--- config.mk ---
export PLATFORM = sky130hd
export DESIGN_NAME = lobb_ctrl
export DESIGN_NICKNAME = d
export VERILOG_FILES = /design/src/design/lobb_pkg.sv /design/src/design/lobb_ctrl.sv
export SDC_FILE = /design/constraint.sdc
export NUM_CORES = 1
export LEC_CHECK = 0
export BUFFER_PORTS_ARGS = -buffer_cell sky130_fd_sc_hd__buf_2
export CORE_MARGIN = 3
export CORE_UTILIZATION = 46
export DETAILED_ROUTE_END_ITERATION = 10
export PLACE_DENSITY = 0.75
export SETUP_SLACK_MARGIN = 0.2
export SKIP_CTS_REPAIR_TIMING = 1
export SLEW_MARGIN = 10
export SYNTH_ARGS = -nofsm -noshare
export SYNTH_HDL_FRONTEND = slang
export SYNTH_SLANG_ARGS = --single-unit
--- constraint.sdc ---
create_clock -name i_clk -period 1.5 [get_ports i_clk]
set_input_delay 0.225 -clock i_clk [delete_from_list [all_inputs] [get_ports i_clk]]
set_output_delay 0.225 -clock i_clk [all_outputs]
set_load 0.05 [all_outputs]
--- src/design/lobb_pkg.sv ---
`timescale 1ns / 1ps
package lobb_pkg;

    localparam int PRICE_LEVELS = 4096;
    localparam int ORDER_SLOTS  = 1024;
    localparam int PL_W         = $clog2(PRICE_LEVELS);
    localparam int SLOT_W       = $clog2(ORDER_SLOTS);
    localparam int CNT_W        = SLOT_W + 1;
    localparam int LVL_AW       = PL_W + 1;
    localparam int LVL_DEPTH    = 2 * PRICE_LEVELS;
    localparam int SHARE_W      = 48;
    localparam int REF_W        = 64;
    localparam int PX_IN_W      = 32;
    localparam int QTY_W        = 32;

    localparam logic [2:0] FN_ADD     = 3'd0;
    localparam logic [2:0] FN_EXEC    = 3'd1;
    localparam logic [2:0] FN_CANCEL  = 3'd2;
    localparam logic [2:0] FN_DELETE  = 3'd3;
    localparam logic [2:0] FN_REPLACE = 3'd4;

    localparam logic [2:0] ST_OK      = 3'd0;
    localparam logic [2:0] ST_RANGE   = 3'd1;
    localparam logic [2:0] ST_FULL    = 3'd2;
    localparam logic [2:0] ST_UNKNOWN = 3'd3;
    localparam logic [2:0] ST_DUP     = 3'd4;

    typedef struct packed {
        logic [2:0]         func;
        logic [REF_W-1:0]   ord_id;
        logic [REF_W-1:0]   new_ref;
        logic               side;
        logic [PX_IN_W-1:0] price;
        logic [QTY_W-1:0]   shares;
    } t_in_item;

    typedef struct packed {
        logic [2:0]         status;
        logic               bid_valid;
        logic [11:0]        bid_px;
        logic [SHARE_W-1:0] bid_qty;
        logic               ask_valid;
        logic [11:0]        ask_px;
        logic [SHARE_W-1:0] ask_qty;
        logic [10:0]        live_orders;
    } t_out_item;

    typedef struct packed {
        logic [REF_W-1:0] oref;
        logic             side;
        logic [PL_W-1:0]  price;
        logic [QTY_W-1:0] shares;
    } t_order;

    typedef struct packed {
        logic [SHARE_W-1:0] shares;
        logic [CNT_W-1:0]   orders;
    } t_level;

    typedef enum logic [4:0] {
        OP_NONE, OP_CLR, OP_IDLE, OP_ACHK, OP_SRD, OP_SCMP, OP_LRD, OP_LUPD_DROP,
        OP_MRD, OP_MWR, OP_SCAN_INIT, OP_SCAN_RD, OP_SCAN_CK, OP_AWR, OP_LUPD_ADD,
        OP_REP_B, OP_REP_A, OP_REP_W, OP_FIN
    } t_op;

    typedef struct packed {
        t_op        op;
        logic       set_st;
        logic [2:0] st_val;
    } t_cmd;

    typedef struct packed {
        logic       in_fire;
        logic       clr_last;
        logic [2:0] func;
        logic       price_ok;
        logic       cnt_zero;
        logic       full;
        logic       hit;
        logic       idx_last;
        logic       drop;
        logic       hit_last;
        logic       rescan;
        logic       scan_none;
        logic       scan_stop;
        logic       out_free;
    } t_stat;

endpackage

--- src/design/lobb_ctrl.sv ---
`timescale 1ns / 1ps
module lobb_ctrl import lobb_pkg::*; (
    input  logic  i_clk,
    input  logic  i_rst_n,
    input  t_stat i_st,
    output t_cmd  o_cmd
);
    typedef enum logic [4:0] {
        S_CLR, S_IDLE, S_DISP, S_ACHK, S_SRD, S_SCMP, S_LRD, S_LUPD, S_MRD, S_MWR,
        S_POST, S_RSC0, S_RSRD, S_RSCK, S_AWR, S_ALRD, S_ALUPD, S_REPB, S_REPA,
        S_REPW, S_FIN
    } t_state;

    t_state r_state, n_state;
    logic   r_adding, n_adding;

    always_comb begin
        n_state       = r_state;
        n_adding      = r_adding;
        o_cmd.op      = OP_NONE;
        o_cmd.set_st  = 1'b0;
        o_cmd.st_val  = ST_OK;
        case (r_state)
            S_CLR: begin
                o_cmd.op = OP_CLR;
                if (i_st.clr_last) n_state = S_IDLE;
            end
            S_IDLE: begin
                o_cmd.op = OP_IDLE;
                if (i_st.in_fire) begin
                    n_state  = S_DISP;
                    n_adding = 1'b0;
                end
            end
            S_DISP: begin
                case (i_st.func)
                    FN_ADD: n_state = S_ACHK;
                    FN_EXEC, FN_CANCEL, FN_DELETE, FN_REPLACE: begin
                        if (i_st.cnt_zero) begin
                            o_cmd.set_st = 1'b1;
                            o_cmd.st_val = ST_UNKNOWN;
                            n_state      = S_REPB;
                        end else begin
                            n_state = S_SRD;
                        end
                    end
                    default: n_state = S_REPB;
                endcase
            end
            S_ACHK: begin
                o_cmd.op = OP_ACHK;
                n_adding = 1'b1;
                if (!i_st.price_ok) begin
                    o_cmd.set_st = 1'b1;
                    o_cmd.st_val = ST_RANGE;
                    n_state      = S_REPB;
                end else if (i_st.cnt_zero) begin
                    n_state = S_AWR;
                end else begin
                    n_state = S_SRD;
                end
            end
            S_SRD: begin
                o_cmd.op = OP_SRD;
                n_state  = S_SCMP;
            end
            S_SCMP: begin
                o_cmd.op = OP_SCMP;
                if (i_st.hit) begin
                    if (r_adding) begin
                        o_cmd.set_st = 1'b1;
                        o_cmd.st_val = ST_DUP;
                        n_state      = S_REPB;
                    end else begin
                        n_state = S_LRD;
                    end
                end else if (i_st.idx_last) begin
                    if (!r_adding) begin
                        o_cmd.set_st = 1'b1;
                        o_cmd.st_val = ST_UNKNOWN;
                        n_state      = S_REPB;
                    end else if (i_st.full) begin
                        o_cmd.set_st = 1'b1;
                        o_cmd.st_val = ST_FULL;
                        n_state      = S_REPB;
                    end else begin
                        n_state = S_AWR;
                    end
                end else begin
                    n_state = S_SRD;
                end
            end
            S_LRD: begin
                o_cmd.op = OP_LRD;
                n_state  = S_LUPD;
            end
            S_LUPD: begin
                o_cmd.op = OP_LUPD_DROP;
                n_state  = i_st.drop ? S_MRD : S_REPB;
            end
            S_MRD: begin
                o_cmd.op = OP_MRD;
                n_state  = i_st.hit_last ? S_POST : S_MWR;
            end
            S_MWR: begin
                o_cmd.op = OP_MWR;
                n_state  = S_POST;
            end
            S_POST: begin
                if (i_st.rescan) n_state = S_RSC0;
                else if (i_st.func == FN_REPLACE) n_state = S_ACHK;
                else n_state = S_REPB;
            end
            S_RSC0: begin
                o_cmd.op = OP_SCAN_INIT;
                n_state  = i_st.scan_none ? S_POST : S_RSRD;
            end
            S_RSRD: begin
                o_cmd.op = OP_SCAN_RD;
                n_state  = S_RSCK;
            end
            S_RSCK: begin
                o_cmd.op = OP_SCAN_CK;
                n_state  = i_st.scan_stop ? S_POST : S_RSRD;
            end
            S_AWR: begin
                o_cmd.op = OP_AWR;
                n_state  = S_ALRD;
            end
            S_ALRD: begin
                o_cmd.op = OP_LRD;
                n_state  = S_ALUPD;
            end
            S_ALUPD: begin
                o_cmd.op = OP_LUPD_ADD;
                n_state  = S_REPB;
            end
            S_REPB: begin
                o_cmd.op = OP_REP_B;
                n_state  = S_REPA;
            end
            S_REPA: begin
                o_cmd.op = OP_REP_A;
                n_state  = S_REPW;
            end
            S_REPW: begin
                o_cmd.op = OP_REP_W;
                n_state  = S_FIN;
            end
            S_FIN: begin
                o_cmd.op = OP_FIN;
                if (i_st.out_free) n_state = S_IDLE;
            end
            default: n_state = S_IDLE;
        endcase
    end

    always_ff @(posedge i_clk) begin
        if (!i_rst_n) begin
            r_state  <= S_CLR;
            r_adding <= 1'b0;
        end else begin
            r_state  <= n_state;
            r_adding <= n_adding;
        end
    end
endmodule

==> reports/summary.txt, run 1 <==
Post-synth top cells: 13 x nand2_1, 10 x nor2_1, 10 x nor2b_1
Die Span X: 50.44 um
Yosys top cell area share: 13.22%
Max Buffers Root-to-Sink: 2
GRT worst endpoint: o_cmd[0]
status: did not finish
Syn Nets: 147
CTS Buf Count: 3
clock sinks: 6
Last stage: global routing (5_1_grt)
Placed Cells: 205
Port-buffer cells: 26
leading area contributor after synthesis: dfxtp_1
starting density of the core: 50.42%
clk root buf: clkbuf_4
Post-synth EDFFs: 0
placer congestion estimate: 0.9897
worst_ep kind: top-level output
stop err: [ERROR DPL-0038] Utilization greater than 100%, impossible to legalize
Unique masters post-synth: 45
mapped cell area: 908.4 um^2
yosys warns: 0
DP HPWL: 2775 um
largest net degree at the start of global routing: 18
ys flop type: dfxtp_1
synthesized instance count: 129
most frequent cell after synthesis: nand2_1
ranking of synthesized cells by area: dfxtp_1 13%, nor2b_1 6.9%, nand2_1 5.4%
DIE HEIGHT: 50.44 um
Mean Syn Cell Area: 7.042 um^2
H-Tree Level Count: 1
flops & latches, synth: 6
number of top-level pins: 27
sequential-to-total area share from yosys stat: 13.22%
FP Rows: 15
ys async rst share: 0%
## stage by stage
step	hold slack (ns)	setup TNS [ns]	utilization [%]	setup WS [ns]	area [um^2]
2_1_floorplan	0.3455	0	-	0.001528	1167
3_3_place_gp	0.4935	-0.6737	82.64	-0.1259	1489
3_5_place_dp	0.4989	-1.469	82.64	-0.2264	1489
4_1_cts	0.2432	-4.016	83.89	-0.4962	1511
## kinds of logic after synthesis
logic type,after synthesis,share of synthesized area [%]
DFF,6,13.22
AOI/OAI and AO/OA,45,37.06
and+or+nand+nor,58,35.54
xor gates and xnor gates,2,1.929
muxes,4,4.408
buffers and inverters,14,7.851
==> run 2, diff against run 1 <==
--- a/config.mk
+++ b/config.mk
@@ -6,11 +6,10 @@
 export NUM_CORES = 1
 export LEC_CHECK = 0
 export BUFFER_PORTS_ARGS = -buffer_cell sky130_fd_sc_hd__buf_2
-export CORE_MARGIN = 3
-export CORE_UTILIZATION = 46
+export CORE_AREA = 3 3 64 66
 export DETAILED_ROUTE_END_ITERATION = 10
-export PLACE_DENSITY = 0.75
-export SETUP_SLACK_MARGIN = 0.2
+export DIE_AREA = 0 0 67 69
+export PLACE_DENSITY_LB_ADDON = 0.15
 export SKIP_CTS_REPAIR_TIMING = 1
 export SLEW_MARGIN = 10
 export SYNTH_ARGS = -nofsm -noshare
==> constraint.sdc (replaced) <==
create_clock -name i_clk -period 1.95 [get_ports i_clk]
set_input_delay 0.2925 -clock i_clk [delete_from_list [all_inputs] [get_ports i_clk]]
set_output_delay 0.2925 -clock i_clk [all_outputs]
set_load 0.05 [all_outputs]
==> reports/summary.txt, run 2 <==
Vias: 1103
Peak supply drop: 0.0002449 V
Sw Share: 46.72%
Unique masters post-synth: 45
ys flop type: dfxtp_1
Max-Cap Viols: 0
CTS Buf Count: 3
normalized max-slew margin: 72.85%
LEAKAGE: 0.4977 nW
Worst Slack Setup Final: 0.08852 ns
Post-synth EDFFs: 0
Post-synth top cells: 13 x nand2_1, 10 x nor2_1, 10 x nor2b_1
DIE HEIGHT: 69 um
antenna violations before repair: 0
clock period minus worst slack: 1.861 ns
CP Capture Type: output pin
Worst path max stage delay: 0.33 ns
WL/cell: 14.56 um
area share of and/or/nand/nor cells after synthesis: 35.54%
status: finished clean
worst r2r path cells: 6
largest net degree at the start of global routing: 19
Final Core Density: 34.02%
drc violations: 0
H-Tree Level Count: 1
global route overflow: 0
placer congestion estimate: 0.8311
WP data arrival: 1.57 ns
Net Sw Power: 0.4820 mW
sequential-to-total area share from yosys stat: 13.22%
largest family of logic cells by synthesized area: compound AO/OA/AOI/OAI gates
ant diodes: 0
worst hold margin: 0.3367 ns
multiplexer share of the synthesized area: 4.408%
layout cell share with drive strength beyond 1: 35.00%
Max Buffers Root-to-Sink: 2
Worst path depth: 6
Crit path max-delay family: simple AND/OR/NAND/NOR gates
Layout Area Growth over Synthesis: 36.09%
Clock Latency Late Sink: 0.22 ns
yosys warns: 0
sequential fraction of design power: 15.5%
leading area contributor after synthesis: dfxtp_1
synthesized instance count: 129
Final Hold Viols: 0
critical path type: reg -> out
f_max: 537.2 MHz
commonest non-fill, non-tap cell in the layout: buf_2
XOR/XNOR Fraction of Synth Area: 1.928%
core box area: 0.003633 mm^2
setup violators final: 0
ranking of synthesized cells by area: dfxtp_1 13%, nor2b_1 6.9%, nand2_1 5.4%
NumNets Final: 180
number of top-level pins: 27
Largest register FFs: 5
Power, Total: 1.032 mW
Syn Nets: 147
Biggest register: r_state
Pre-antenna DRT Iters: 4
Slew Limit Fails: 0
clock sinks: 6
startpoint types: flip-flop
slowest CP cell: dfxtp_1
Adder-Cell Fraction of Synth Area: 0%
P_int: 0.5497 mW
Mean Syn Cell Area: 7.042 um^2
vias in the first global route: 1088
Comb power frac: 66.6%
RSZ-0062 raised after global routing: yes
CTS tree: yes
mapped cell area: 908.4 um^2
DP HPWL: 2445 um
pwr dens: 834.6 mW/mm^2
Die Span X: 67 um
flops & latches, synth: 6
DRT iter0 DRCs: 53
starting density of the core: 25.00%
Port-buffer cells: 26
crit-path cells: or2_4 -> nor3_2 -> buf_4 -> nand3_1 -> o221ai_2 -> buf_6
top flop regs: r_state: 5 flops, r_adding: 1 flops
clk root buf: clkbuf_8
Yosys top cell area share: 13.22%
worst clock skew: 0.003253 ns
FP Rows: 22
most frequent cell after synthesis: nand2_1
WP data required: 1.66 ns
post-route antenna net violation count: 0
compound-cell area share of the yosys netlist: 37.05%
pre-CTS setup slack: 0.08153 ns
Min-Delay Path Class: in -> reg
first-pass GRT wire length: 5106 um
commonest non-fill, non-tap cells in the layout: 22 x buf_2, 13 x nand2_1, 10 x nor2_1, 10 x buf_4
clock power share: 17.9%
Die ar.: 0.004623 mm^2
hold depth: 2
crit path buf inv count: 2
Post-Route WL: 3028 um
ys async rst share: 0%
fill count: 391
Tcrit/Tclk final: 95.46%
worst-margin pin slew: 0.4017 ns
Crit Path Max Fanout: 5
Total GRT Usage: 13.64%
Clock transition at path regs: 0.03 ns
via density per instance: 5.303
-- run 2: cell counts after synthesis --
No cell type changed its count.
-- run 2: cell families after synthesis --
logic type      count (synthesis)
simple gates                   58
compound gates                 45
xor+xnor                        2
flops                           6
mux                             4
buf+inv                        14
-- run 2: cell type report --
cell class,instances,area (um^2),share of cell area (%)
Clock buffer,3,41.29,3.340
Sequential cell,6,122.6,9.919
Multi-Input combinational cell,109,759.5,61.44
Inverter,5,18.77,1.518
Tap cell,48,60.06,4.858
Timing Repair Buffer,37,234.0,18.93
-- run 2: metrics by stage --
| stage | std cells | cell area, um^2 | TNS, ns |
|---|---|---|---|
| after floorplan | 129 | 934.6 | 0 |
| after global placement | 205 | 1155 | 0 |
| after detailed placement | 205 | 1155 | 0 |
| after CTS | 208 | 1196 | -0.1867 |
| after global routing | 208 | 1236 | -0.01459 |
| final | 208 | 1236 | 0 |
-- run 2: path summary, 6_finish.rpt --
check	start	endpoint	slack, ns
worst max register to register	r_state[1]$_SDFFE_PN0P_	r_state[4]$_SDFFE_PN0P_	0.38
worst max-delay path	r_state[3]$_SDFFE_PN0P_	o_cmd[0]	0.09
worst min-delay path	i_rst_n	r_state[1]$_SDFFE_PN0P_	0.34
worst min register to register	r_adding$_SDFFE_PN0P_	r_adding$_SDFFE_PN0P_	0.62
-- run 2: power by group through the flow --
stage	clock network, mW	registers, mW	logic [mW]
2_1_floorplan	0	0.150	0.505
3_3_place_gp	0	0.160	0.675
3_5_place_dp	0	0.160	0.670
4_1_cts	0.187	0.158	0.672
5_1_grt	0.192	0.164	0.745
6_report	0.185	0.160	0.687
-- run 2: routing by layer --
| metal | GRT usage [%] | routed length, um | up-vias |
|---|---|---|---|
| met2 | 20.31 | 1410 | 34 |
| met4 | 5.180 | 77 | 0 |
| met3 | 2.443 | 141 | 8 |
| met5 | 0 | 0 | - |
| li1 | - | - | 547 |
| met1 | 19.16 | 1399 | 514 |
-- run 2: worst register-to-register path, cell delays in order (launching register included) --
cell and delay [ns]:
dfxtp_2 0.35, buf_4 0.16, buf_4 0.16, or3_1 0.36, a21oi_1 0.17, a221oi_1 0.09
a31oi_1 0.20
No activity file was read; power rests on OpenSTA's default activity.
